File: src/hdl/rpnts_pkg.sv
`default_nettype none
package rpnts_pkg;

  localparam int LINE_LIMIT  = 1024;
  localparam int LINE_POS_W  = $clog2(LINE_LIMIT);
  localparam int LEN_W       = 10;
  localparam logic [LEN_W-1:0] LEN_MAX = {LEN_W{1'b1}};
  localparam int MAX_RES     = 3;
  localparam int CNT_W       = $clog2(MAX_RES + 1);
  localparam int IDX_W       = $clog2(MAX_RES);
  localparam int QUEUE_DEPTH = 4;
  localparam int QPTR_W      = $clog2(QUEUE_DEPTH);
  localparam int QCNT_W      = $clog2(QUEUE_DEPTH + 1);
  localparam int WORD_MAX    = 5;

  typedef enum logic [4:0] {
    TK_PROMPT, TK_NUM, TK_ADD, TK_SUB, TK_MUL, TK_DIV, TK_MOD, TK_ASSIGN,
    TK_VAR, TK_STACK, TK_DUP, TK_SWP, TK_CLR, TK_SIN, TK_EXP, TK_POW,
    TK_POP, TK_SET, TK_VLIST, TK_HELP, TK_INV, TK_END
  } tok_kind_t;

  typedef enum logic [2:0] {
    SM_IDLE, SM_NUM, SM_WORD, SM_MINUS, SM_DOT, SM_MDOT, SM_SKIP
  } scan_mode_t;

  typedef struct packed {
    logic       command;
    logic [7:0] character;
  } in_item_t;

  typedef struct packed {
    tok_kind_t        token_kind;
    logic [4:0]       variable_index;
    logic [LEN_W-1:0] token_length;
  } res_t;

  typedef struct packed {
    tok_kind_t        token_kind;
    logic [4:0]       variable_index;
    logic [LEN_W-1:0] token_length;
    logic             last;
  } out_item_t;

  typedef struct packed {
    res_t [MAX_RES-1:0] res;
    logic [CNT_W-1:0]   cnt;
  } grp_t;

  typedef struct packed {
    logic full;
    logic empty;
  } q_stat_t;

  function automatic res_t mk_res(tok_kind_t k, logic [4:0] v, logic [LEN_W-1:0] l);
    res_t r;
    r.token_kind     = k;
    r.variable_index = v;
    r.token_length   = l;
    return r;
  endfunction

  function automatic grp_t grp_put(grp_t g, res_t r);
    grp_t o;
    o = g;
    if (g.cnt < CNT_W'(MAX_RES)) begin
      o.res[g.cnt[IDX_W-1:0]] = r;
      o.cnt = g.cnt + CNT_W'(1);
    end
    return o;
  endfunction

endpackage
`default_nettype wire

File: src/hdl/rpnts_front.sv
`default_nettype none
module rpnts_front (
  input  wire logic               clk,
  input  wire logic               rst_n,
  input  wire logic               in_push,
  output logic                    in_full,
  input  wire rpnts_pkg::in_item_t in_item,
  input  wire rpnts_pkg::q_stat_t q_stat,
  output logic                    q_push,
  output rpnts_pkg::grp_t         q_grp
);

  localparam logic [7:0] CH_TAB = 8'h09;
  localparam logic [7:0] CH_NL  = 8'h0A;
  localparam logic [7:0] CH_VT  = 8'h0B;
  localparam logic [7:0] CH_FF  = 8'h0C;
  localparam logic [7:0] CH_CR  = 8'h0D;
  localparam logic [7:0] CH_SP  = 8'h20;
  localparam logic [7:0] CH_A   = 8'h61;
  localparam logic [7:0] CH_Z   = 8'h7A;
  localparam logic [7:0] CH_0   = 8'h30;
  localparam logic [7:0] CH_9   = 8'h39;
  localparam logic [4:0] VAR_ANS = 5'd26;

  rpnts_pkg::scan_mode_t               mode_r, mode_nxt;
  logic [2:0]                          wc_r, wc_nxt;
  logic [rpnts_pkg::LEN_W-1:0]         len_r, len_nxt;
  logic [rpnts_pkg::LINE_POS_W-1:0]    lp_r, lp_nxt;
  logic [rpnts_pkg::WORD_MAX-1:0][7:0] letters_r, letters_nxt;

  rpnts_pkg::grp_t       g;
  rpnts_pkg::res_t       wr;
  logic [7:0]            c;
  logic                  is_ws, is_dig, do_start, do_skip, do_flush, accept;
  rpnts_pkg::scan_mode_t st_mode;
  logic                  st_len1, st_put, st_word;
  rpnts_pkg::tok_kind_t  st_kind;

  function automatic rpnts_pkg::res_t word_res(logic [2:0] wc,
      logic [rpnts_pkg::WORD_MAX-1:0][7:0] lt, logic [rpnts_pkg::LEN_W-1:0] len);
    rpnts_pkg::res_t r;
    logic [7:0]      d;
    d = lt[0] - CH_A;
    r = rpnts_pkg::mk_res(rpnts_pkg::TK_INV, 5'd0, len);
    if (wc == 3'd1) begin
      r.token_kind     = rpnts_pkg::TK_VAR;
      r.variable_index = d[4:0];
    end else if (wc == 3'd3 && {lt[0], lt[1], lt[2]} == "ans") begin
      r.token_kind     = rpnts_pkg::TK_VAR;
      r.variable_index = VAR_ANS;
    end else if (wc == 3'd3) begin
      if ({lt[0], lt[1], lt[2]} == "dup") r.token_kind = rpnts_pkg::TK_DUP;
      else if ({lt[0], lt[1], lt[2]} == "swp") r.token_kind = rpnts_pkg::TK_SWP;
      else if ({lt[0], lt[1], lt[2]} == "clr") r.token_kind = rpnts_pkg::TK_CLR;
      else if ({lt[0], lt[1], lt[2]} == "sin") r.token_kind = rpnts_pkg::TK_SIN;
      else if ({lt[0], lt[1], lt[2]} == "exp") r.token_kind = rpnts_pkg::TK_EXP;
      else if ({lt[0], lt[1], lt[2]} == "pow") r.token_kind = rpnts_pkg::TK_POW;
      else if ({lt[0], lt[1], lt[2]} == "pop") r.token_kind = rpnts_pkg::TK_POP;
      else if ({lt[0], lt[1], lt[2]} == "set") r.token_kind = rpnts_pkg::TK_SET;
    end else if (wc == 3'd4) begin
      if ({lt[0], lt[1], lt[2], lt[3]} == "help") r.token_kind = rpnts_pkg::TK_HELP;
    end else if (wc == 3'd5) begin
      if ({lt[0], lt[1], lt[2], lt[3], lt[4]} == "stack") begin
        r.token_kind = rpnts_pkg::TK_STACK;
      end else if ({lt[0], lt[1], lt[2], lt[3], lt[4]} == "vlist") begin
        r.token_kind = rpnts_pkg::TK_VLIST;
      end
    end
    return r;
  endfunction

  assign accept  = in_push && !q_stat.full;
  assign in_full = q_stat.full;
  assign c       = in_item.character;
  assign is_ws   = c == CH_SP || c == CH_TAB || c == CH_NL || c == CH_VT ||
                   c == CH_FF || c == CH_CR;
  assign is_dig  = c >= CH_0 && c <= CH_9;

  // how a character starts a fresh token
  always_comb begin
    st_mode = rpnts_pkg::SM_IDLE;
    st_len1 = 1'b1;
    st_put  = 1'b0;
    st_word = 1'b0;
    st_kind = rpnts_pkg::TK_PROMPT;
    priority if (c == CH_SP || c == CH_TAB) begin
      st_len1 = 1'b0;
    end else if (c == CH_NL) begin
      st_put  = 1'b1;
      st_len1 = 1'b0;
    end else if (is_dig) begin
      st_mode = rpnts_pkg::SM_NUM;
    end else if (c == ".") begin
      st_mode = rpnts_pkg::SM_DOT;
    end else if (c == "-") begin
      st_mode = rpnts_pkg::SM_MINUS;
    end else if (c == "+" || c == "*" || c == "/" || c == "%" || c == "=") begin
      st_put  = 1'b1;
      st_len1 = 1'b0;
      priority if (c == "+") st_kind = rpnts_pkg::TK_ADD;
      else if (c == "*") st_kind = rpnts_pkg::TK_MUL;
      else if (c == "/") st_kind = rpnts_pkg::TK_DIV;
      else if (c == "%") st_kind = rpnts_pkg::TK_MOD;
      else st_kind = rpnts_pkg::TK_ASSIGN;
    end else if (c >= CH_A && c <= CH_Z) begin
      st_mode = rpnts_pkg::SM_WORD;
      st_word = 1'b1;
    end else begin
      st_mode = rpnts_pkg::SM_SKIP;
    end
  end

  always_comb begin
    g           = '0;
    mode_nxt    = mode_r;
    wc_nxt      = wc_r;
    len_nxt     = len_r;
    lp_nxt      = lp_r;
    letters_nxt = letters_r;
    do_start    = 1'b0;
    do_skip     = 1'b0;
    do_flush    = 1'b0;
    wr          = word_res(wc_r, letters_r, len_r);
    if (!in_item.command) begin
      unique case (mode_r)
        rpnts_pkg::SM_NUM: begin
          if (is_ws) begin
            g = rpnts_pkg::grp_put(g, rpnts_pkg::mk_res(rpnts_pkg::TK_NUM, 5'd0, len_nxt));
            do_start = 1'b1;
          end else if (len_nxt < rpnts_pkg::LEN_MAX) begin
            len_nxt = len_nxt + 1'b1;
          end
        end
        rpnts_pkg::SM_WORD: begin
          if (is_ws) begin
            if (wr.token_kind != rpnts_pkg::TK_INV) begin
              g = rpnts_pkg::grp_put(g, wr);
              do_start = 1'b1;
            end else begin
              mode_nxt = rpnts_pkg::SM_SKIP;
              do_skip  = 1'b1;
            end
          end else begin
            for (int i = 0; i < rpnts_pkg::WORD_MAX; i++) begin
              if (wc_nxt == 3'(i)) letters_nxt[i] = c;
            end
            if (wc_nxt < 3'd6) wc_nxt = wc_nxt + 3'd1;
            if (len_nxt < rpnts_pkg::LEN_MAX) len_nxt = len_nxt + 1'b1;
          end
        end
        rpnts_pkg::SM_MINUS: begin
          if (is_dig || c == ".") begin
            mode_nxt = is_dig ? rpnts_pkg::SM_NUM : rpnts_pkg::SM_MDOT;
            if (len_nxt < rpnts_pkg::LEN_MAX) len_nxt = len_nxt + 1'b1;
          end else begin
            g = rpnts_pkg::grp_put(g, rpnts_pkg::mk_res(rpnts_pkg::TK_SUB, 5'd0,
                                                        rpnts_pkg::LEN_W'(1)));
            do_start = 1'b1;
          end
        end
        rpnts_pkg::SM_DOT: begin
          if (is_dig) begin
            mode_nxt = rpnts_pkg::SM_NUM;
            if (len_nxt < rpnts_pkg::LEN_MAX) len_nxt = len_nxt + 1'b1;
          end else begin
            mode_nxt = rpnts_pkg::SM_SKIP;
            do_skip  = 1'b1;
          end
        end
        rpnts_pkg::SM_MDOT: begin
          if (is_dig) begin
            mode_nxt = rpnts_pkg::SM_NUM;
            if (len_nxt < rpnts_pkg::LEN_MAX) len_nxt = len_nxt + 1'b1;
          end else begin
            g = rpnts_pkg::grp_put(g, rpnts_pkg::mk_res(rpnts_pkg::TK_SUB, 5'd0,
                                                        rpnts_pkg::LEN_W'(1)));
            len_nxt  = rpnts_pkg::LEN_W'(1);
            mode_nxt = rpnts_pkg::SM_SKIP;
            do_skip  = 1'b1;
          end
        end
        rpnts_pkg::SM_SKIP: do_skip = 1'b1;
        default: do_start = 1'b1;
      endcase

      if (do_start) begin
        mode_nxt = st_mode;
        len_nxt  = st_len1 ? rpnts_pkg::LEN_W'(1) : '0;
        wc_nxt   = st_word ? 3'd1 : 3'd0;
        if (st_word) letters_nxt[0] = c;
        if (st_put) begin
          g = rpnts_pkg::grp_put(g, rpnts_pkg::mk_res(st_kind, 5'd0, rpnts_pkg::LEN_W'(1)));
        end
      end

      if (do_skip) begin
        if (c == CH_NL) begin
          g = rpnts_pkg::grp_put(g, rpnts_pkg::mk_res(rpnts_pkg::TK_INV, 5'd0, len_nxt));
          g = rpnts_pkg::grp_put(g, rpnts_pkg::mk_res(rpnts_pkg::TK_PROMPT, 5'd0,
                                                      rpnts_pkg::LEN_W'(1)));
          mode_nxt = rpnts_pkg::SM_IDLE;
          len_nxt  = '0;
        end else if (len_nxt < rpnts_pkg::LEN_MAX) begin
          len_nxt = len_nxt + 1'b1;
        end
      end

      // line chunk limit
      if (c == CH_NL) begin
        lp_nxt = '0;
      end else begin
        lp_nxt = lp_nxt + 1'b1;
        if (lp_nxt >= rpnts_pkg::LINE_POS_W'(rpnts_pkg::LINE_LIMIT - 1)) begin
          do_flush = 1'b1;
          lp_nxt   = '0;
        end
      end
    end else begin
      do_flush = 1'b1;
      lp_nxt   = '0;
    end

    if (do_flush) begin
      wr = word_res(wc_nxt, letters_nxt, len_nxt);
      unique case (mode_nxt)
        rpnts_pkg::SM_NUM:
          g = rpnts_pkg::grp_put(g, rpnts_pkg::mk_res(rpnts_pkg::TK_NUM, 5'd0, len_nxt));
        rpnts_pkg::SM_WORD: g = rpnts_pkg::grp_put(g, wr);
        rpnts_pkg::SM_MINUS:
          g = rpnts_pkg::grp_put(g, rpnts_pkg::mk_res(rpnts_pkg::TK_SUB, 5'd0,
                                                      rpnts_pkg::LEN_W'(1)));
        rpnts_pkg::SM_DOT, rpnts_pkg::SM_SKIP:
          g = rpnts_pkg::grp_put(g, rpnts_pkg::mk_res(rpnts_pkg::TK_INV, 5'd0, len_nxt));
        rpnts_pkg::SM_MDOT: begin
          g = rpnts_pkg::grp_put(g, rpnts_pkg::mk_res(rpnts_pkg::TK_SUB, 5'd0,
                                                      rpnts_pkg::LEN_W'(1)));
          g = rpnts_pkg::grp_put(g, rpnts_pkg::mk_res(rpnts_pkg::TK_INV, 5'd0,
                                                      rpnts_pkg::LEN_W'(1)));
        end
        default: ;
      endcase
      mode_nxt = rpnts_pkg::SM_IDLE;
      wc_nxt   = '0;
      len_nxt  = '0;
    end

    if (in_item.command) begin
      g = rpnts_pkg::grp_put(g, rpnts_pkg::mk_res(rpnts_pkg::TK_END, 5'd0, '0));
    end
  end

  assign q_push = accept && (g.cnt != '0);
  assign q_grp  = g;

  always_ff @(posedge clk) begin
    if (!rst_n) begin
      mode_r <= rpnts_pkg::SM_IDLE;
      wc_r   <= '0;
      len_r  <= '0;
      lp_r   <= '0;
    end else if (accept) begin
      mode_r <= mode_nxt;
      wc_r   <= wc_nxt;
      len_r  <= len_nxt;
      lp_r   <= lp_nxt;
    end
  end

  always_ff @(posedge clk) begin
    if (accept) letters_r <= letters_nxt;
  end

endmodule
`default_nettype wire

File: src/hdl/rpnts_fifo.sv
`default_nettype none
module rpnts_fifo (
  input  wire logic            clk,
  input  wire logic            rst_n,
  input  wire logic            push,
  input  wire rpnts_pkg::grp_t push_grp,
  input  wire logic            pop,
  output rpnts_pkg::grp_t      pop_grp,
  output rpnts_pkg::q_stat_t   stat
);

  rpnts_pkg::grp_t                entries_r [rpnts_pkg::QUEUE_DEPTH];
  logic [rpnts_pkg::QPTR_W-1:0]   wr_ptr_r, wr_ptr_nxt, rd_ptr_r, rd_ptr_nxt;
  logic [rpnts_pkg::QCNT_W-1:0]   count_r, count_nxt;
  logic                           do_push, do_pop;

  assign stat.full  = count_r == rpnts_pkg::QCNT_W'(rpnts_pkg::QUEUE_DEPTH);
  assign stat.empty = count_r == '0;
  assign do_push    = push && !stat.full;
  assign do_pop     = pop && !stat.empty;
  assign pop_grp    = entries_r[rd_ptr_r];

  always_comb begin
    wr_ptr_nxt = wr_ptr_r;
    rd_ptr_nxt = rd_ptr_r;
    count_nxt  = count_r;
    if (do_push) begin
      wr_ptr_nxt = (wr_ptr_r == rpnts_pkg::QPTR_W'(rpnts_pkg::QUEUE_DEPTH - 1)) ? '0
                   : wr_ptr_r + 1'b1;
    end
    if (do_pop) begin
      rd_ptr_nxt = (rd_ptr_r == rpnts_pkg::QPTR_W'(rpnts_pkg::QUEUE_DEPTH - 1)) ? '0
                   : rd_ptr_r + 1'b1;
    end
    if (do_push && !do_pop) count_nxt = count_r + 1'b1;
    else if (do_pop && !do_push) count_nxt = count_r - 1'b1;
  end

  always_ff @(posedge clk) begin
    if (!rst_n) begin
      wr_ptr_r <= '0;
      rd_ptr_r <= '0;
      count_r  <= '0;
    end else begin
      wr_ptr_r <= wr_ptr_nxt;
      rd_ptr_r <= rd_ptr_nxt;
      count_r  <= count_nxt;
    end
  end

  always_ff @(posedge clk) begin
    if (do_push) entries_r[wr_ptr_r] <= push_grp;
  end

endmodule
`default_nettype wire

File: src/hdl/rpnts_back.sv
`default_nettype none
module rpnts_back (
  input  wire logic               clk,
  input  wire logic               rst_n,
  input  wire rpnts_pkg::q_stat_t q_stat,
  input  wire rpnts_pkg::grp_t    q_grp,
  output logic                    q_pop,
  output logic                    out_empty,
  input  wire logic               out_pop,
  output rpnts_pkg::out_item_t    out_item
);

  rpnts_pkg::grp_t             cur_r, cur_nxt;
  logic [rpnts_pkg::IDX_W-1:0] idx_r, idx_nxt;
  logic                        valid_r, valid_nxt;
  logic                        is_last, pop_fire, advance;
  rpnts_pkg::res_t             cur_res;

  assign cur_res  = cur_r.res[idx_r];
  assign is_last  = (rpnts_pkg::CNT_W'(idx_r) + rpnts_pkg::CNT_W'(1)) == cur_r.cnt;
  assign pop_fire = out_pop && valid_r;
  assign advance  = !valid_r || (pop_fire && is_last);
  assign q_pop    = advance && !q_stat.empty;

  assign out_empty               = !valid_r;
  assign out_item.token_kind     = cur_res.token_kind;
  assign out_item.variable_index = cur_res.variable_index;
  assign out_item.token_length   = cur_res.token_length;
  assign out_item.last           = is_last;

  always_comb begin
    cur_nxt   = cur_r;
    idx_nxt   = idx_r;
    valid_nxt = valid_r;
    if (advance) begin
      valid_nxt = !q_stat.empty;
      idx_nxt   = '0;
      if (!q_stat.empty) cur_nxt = q_grp;
    end else if (pop_fire) begin
      idx_nxt = idx_r + 1'b1;
    end
  end

  always_ff @(posedge clk) begin
    if (!rst_n) begin
      valid_r <= 1'b0;
      idx_r   <= '0;
    end else begin
      valid_r <= valid_nxt;
      idx_r   <= idx_nxt;
    end
  end

  always_ff @(posedge clk) begin
    cur_r <= cur_nxt;
  end

endmodule
`default_nettype wire

File: src/hdl/rpn_calculator_token_scanner_top.sv
// path: an item's results are written into the queue, then loaded into the output stage that drives the out_ ports
// throughput: one item per cycle while the four-group queue has room; results leave
//   one per cycle, an item causing up to three, so the pop rate sets the pace
// reset: synchronous, active low on rst_n; clears scan state, queue and output stage
`default_nettype none
module rpn_calculator_token_scanner_top (
  input  wire logic                clk,
  input  wire logic                rst_n,
  input  wire logic                in_push,
  output logic                     in_full,
  input  wire rpnts_pkg::in_item_t in_item,
  output logic                     out_empty,
  input  wire logic                out_pop,
  output rpnts_pkg::out_item_t     out_item
);

  rpnts_pkg::q_stat_t q_stat;
  rpnts_pkg::grp_t    push_grp, pop_grp;
  logic               q_push, q_pop;

  rpnts_front u_front (
    .clk     (clk),
    .rst_n   (rst_n),
    .in_push (in_push),
    .in_full (in_full),
    .in_item (in_item),
    .q_stat  (q_stat),
    .q_push  (q_push),
    .q_grp   (push_grp)
  );

  rpnts_fifo u_fifo (
    .clk      (clk),
    .rst_n    (rst_n),
    .push     (q_push),
    .push_grp (push_grp),
    .pop      (q_pop),
    .pop_grp  (pop_grp),
    .stat     (q_stat)
  );

  rpnts_back u_back (
    .clk       (clk),
    .rst_n     (rst_n),
    .q_stat    (q_stat),
    .q_grp     (pop_grp),
    .q_pop     (q_pop),
    .out_empty (out_empty),
    .out_pop   (out_pop),
    .out_item  (out_item)
  );

endmodule
`default_nettype wire

File: config.mk
export PLATFORM = sky130hd
export DESIGN_NAME = rpn_calculator_token_scanner_top
export DESIGN_NICKNAME = d
export VERILOG_FILES = /design/src/hdl/rpnts_pkg.sv /design/src/hdl/rpnts_front.sv /design/src/hdl/rpnts_fifo.sv /design/src/hdl/rpnts_back.sv /design/src/hdl/rpn_calculator_token_scanner_top.sv
export SDC_FILE = /design/constraint.sdc
export NUM_CORES = 1
export LEC_CHECK = 0
export BUFFER_PORTS_ARGS = -buffer_cell sky130_fd_sc_hd__clkbuf_2
export CAP_MARGIN = 20
export CORE_MARGIN = 4
export CORE_UTILIZATION = 54
export DETAILED_ROUTE_END_ITERATION = 10
export GPL_TIMING_DRIVEN = 0
export MAX_ROUTING_LAYER = met4
export PLACE_DENSITY = 0.7
export SLEW_MARGIN = 20
export SYNTH_ARGS = -nofsm -noshare
export SYNTH_HDL_FRONTEND = slang
export SYNTH_SLANG_ARGS = --single-unit
File: constraint.sdc
create_clock -name clk -period 18.7 [get_ports clk]
set_clock_uncertainty 0.15 [all_clocks]
set_input_delay 2.805 -clock clk [delete_from_list [all_inputs] [get_ports clk]]
set_output_delay 2.805 -clock clk [all_outputs]
set_load 0.05 [all_outputs]
==> results.json <==
{
  "area_of_the_die_um2": 39300,
  "ys_ff_latch": 386,
  "worst_setup_path_start_kind": "primary input",
  "number_of_clock_sinks_seen_by_cts": 386,
  "clockRootBuffer": "clkbuf_16",
  "timing.final.hold_violations": 0,
  "place.detailed.hpwl_um": 37500,
  "synth-compound-area-share_pct": 10.7,
  "flow.area_growth_from_synthesis_pct": 13.2,
  "timing_worst_slew_pin_value_ns": 1.15,
  "outcome": "complete, no violations",
  "max_stage_delay_ns": 0.54,
  "vias": 13900,
  "maxCapViolations": 0,
  "detailedPlace.worstSlack_ns": 9.95,
  "global_route.usage.met1_pct": 36.9,
  "hp-class": "flip-flop to flip-flop",
  "reg2regPathDepth": 21,
  "ys_warn_count": 0,
  "route.detailed.drc": 0,
  "clkLatencyLatePin_ns": 0.56,
  "initial_utilization_pct": 54.8,
  "ratio_of_routed_vias_to_standard_cells": 6.29,
  "postRouteAntennaNets": 0,
  "buffer_ports.inserted": 31,
  "ys_types": 105,
  "grt_pass1_vias": 13700,
  "synth.largest_area_cell": "edfxtp_1",
  "finalSetupTns_ns": 0,
  "floorplan.die.height_um": 198,
  "reg2reg_slack_ns": 11.80,
  "syn-mean-instance-area_um2": 12.5,
  "coreArea_um2": 35700,
  "layout-drive-gt1-share_pct": 14.8,
  "global_router_s_overall_resource_usage_pct": 27.5,
  "critical_path_peak_fanout": 10,
  "grt-busiest-layer": "met2",
  "rsz0062_at_grt": "no",
  "setup_buffers_after_cts": 0,
  "design.final.nets": 1748,
  "worst_r2r_endpoint": "u_fifo.count_r[2]$_SDFFE_PN0P_",
  "crit_slowest_cell": "nor4b_1",
  "finalSetupViolCount": 0,
  "synth_edf_count": 350,
  "timing.rr.start": "u_front.letters_r[0]$_DFFE_PP_",
  "antenna_found_initial": 1,
  "routed_wl_um": 52100,
  "grt_start_max_net_pins": 42,
  "post_cts_resized": 0,
  "gp_congestion": 1.01,
  "timing.critical_path.to_type": "flip-flop",
  "grt_first_pass_wirelength_um": 80600,
  "achievable-frequency_ghz": 0.121,
  "worstPathRequired_ns": 19.02,
  "insertedDiodeCount": 0,
  "cp.arrival_ns": 8.62,
  "period_share_pct": 44.4,
  "p_leak_nw": 7.40,
  "clkSlewWorstSetupHoldPaths_ns": 0.06,
  "dr.first_iter.drc_count": 1233,
  "critical_path.cell_chain": "clkbuf_2, clkbuf_1, nor3b_2, nand3_1, nand2_1, a31oi_1, o21ai_0, a21boi_1, inv_1, ha_1, a21oi_1, nor4b_1, o31ai_2, a41oi_2, ha_1, inv_1, fa_1, xor2_1, or3_1, a21oi_1",
  "use_met3_pct": 4.37,
  "worst_slack_ns": 10.41,
  "num_ports": 36,
  "dominantRegCellSynth": "edfxtp_1",
  "htreeDepth": 2,
  "post_synth_and_or_nand_nor_area_fraction_pct": 15.9,
  "timing.max_slew.rel_slack_pct": 21.5,
  "synth_largest_type_area_fraction_pct": 53.8,
  "ys_top_cells_by_area": "edfxtp_1, mux4_2, dfxtp_1",
  "cts-root-to-sink-buffers": 3,
  "syn_area_um2": 19500,
  "timing.critical_path.to": "u_fifo.count_r[2]$_SDFFE_PN0P_",
  "synth.yosys.seq_area_share_pct": 57.5,
  "async_flop_share_pct": 0,
  "grt-ovfl-total": 0,
  "cts_hold_buf": 0,
  "grt_use_met2_pct": 43.9,
  "ys_top_cells_by_count": "edfxtp_1, nand2_1, nor2_1, a21oi_1, o21ai_0",
  "report.final.slew_viol_count": 0,
  "count_of_mapped_cells_out_of_synthesis": 1568,
  "num_rows": 69,
  "yosys.area_share.xor_xnor_pct": 0.987,
  "die_x_extent_um": 198,
  "synth_adder_area_share_pct": 1.50,
  "synth_top_family_by_area": "simple AND/OR/NAND/NOR gates",
  "power_density_nw_per_um2": 121,
  "firstDrtPassIters": 5,
  "timing.critical_path.from": "in_item[5]",
  "tritoncts": "built",
  "power.ir.vdd_worst_uv": 81.0,
  "post-synth-top-count-cell": "edfxtp_1",
  "cts_buffers": 41,
  "post_synth_mux_area_share_pct": 10.7,
  "finalCriticalPeriod_ns": 8.29,
  "setup.worst_path.class": "primary input to flip-flop",
  "route.detailed.wl_per_inst_um": 23.6
}
==> per-layer routing <==
layer	vias to the layer above	routed length, um
met4	0	1290
met2	553	25000
met5	-	0
met3	101	3810
li1	6351	-
met1	6880	22000
==> how the worst min path moves through the flow <==
stage / from / to / slack, ns / depth (start not counted)
after detailed placement: u_front.lp_r[9]$_SDFFE_PN0P_ / u_front.lp_r[9]$_SDFFE_PN0P_ / 0.36 / 2
after global placement: u_front.lp_r[8]$_SDFFE_PN0P_ / u_front.lp_r[8]$_SDFFE_PN0P_ / 0.32 / 2
after global routing: u_front.lp_r[8]$_SDFFE_PN0P_ / u_front.lp_r[8]$_SDFFE_PN0P_ / 0.41 / 2
after CTS: u_front.lp_r[8]$_SDFFE_PN0P_ / u_front.lp_r[8]$_SDFFE_PN0P_ / 0.36 / 2
final: u_front.lp_r[8]$_SDFFE_PN0P_ / u_front.lp_r[8]$_SDFFE_PN0P_ / 0.35 / 2
after floorplan: u_front.lp_r[8]$_SDFFE_PN0P_ / u_front.lp_r[8]$_SDFFE_PN0P_ / 0.31 / 2
==> cells by family after synthesis <==
family                   Yosys count
adder cells (fa/ha/maj)           23
buffers and inverters            126
flip-flops                       386
AND/OR/NAND/NOR                  573
multiplexers                     127
XOR/XNOR                          22
other                              1
AO/OA/AOI/OAI                    310
==> sequential cells by signal (all words and copies together), names as in the netlist, 2 cells and up <==
signal,count
u_fifo.entries_r,248
u_back.cur_r,62
u_back.idx_r,2
u_fifo.rd_ptr_r,2
u_front.letters_r,40
u_front.len_r,10
u_fifo.wr_ptr_r,2
u_front.lp_r,10
u_front.mode_r,3
u_front.wc_r,3
u_fifo.count_r,3
==> stage by stage <==
stage	hold WS (ns)	std cells	total power, mW	instance area [um2]	util (%)
global route	0.405	2206	2.78	22100	62.0
floorplan	0.308	1631	1.65	19800	-
CTS	0.365	2206	2.69	22100	62.0
detailed placement	0.356	2131	1.87	20700	58.1
global placement	0.324	2123	1.84	20500	57.5
finish	0.351	2206	2.67	22100	62.0
==> report_power, final <==
part	leakage (nW)	internal, mW	switching, mW
combinational	2.97	0.243	0.443
sequential	3.76	1.11	0.0516
clock	0.671	0.484	0.337
total	7.40	1.84	0.832
==> cells in the final DEF (no fill, tap or decap), types with 10 or more instances in the layout <==
cell	n
a31oi_1	13
or3_1	13
clkbuf_16	42
nand2b_1	20
nand3_1	59
clkbuf_2	32
nor4_1	18
nor3b_1	10
mux2_2	29
a21oi_1	72
nor2_1	108
mux2i_1	35
inv_1	33
a22oi_1	15
dfxtp_1	36
clkbuf_1	72
o31ai_1	14
and2_1	16
o21ai_0	69
o211ai_1	13
edfxtp_1	350
ha_1	21
and3_1	25
nor2b_1	25
nor3_1	41
nand4_1	20
xnor2_1	15
a21o_1	10
nand2_1	130
nand3b_1	11
mux4_2	62
conb_1	64
==> area by class of cell <==
| type | count | area [um2] |
|---|---|---|
| Tap cell | 461 | 577 |
| Multi-Input combinational cell | 1119 | 8050 |
| Sequential cell | 386 | 11200 |
| Fill cell | 2759 | 13500 |
| Clock buffer | 51 | 1110 |
| Buffer | 90 | 383 |
| Timing Repair Buffer | 39 | 355 |
| Clock inverter | 24 | 264 |
| Inverter | 36 | 136 |
==> critical path: cells and delay by family <==
kind | cells | cell delay (ns)
adders and majority gates | 3 | 1.02
xor gates and xnor gates | 1 | 0.17
buffers and inverters | 4 | 0.68
and+or+nand+nor | 5 | 1.87
AOI/OAI and AO/OA | 7 | 2.05
Power figures use the tool's default switching activity.
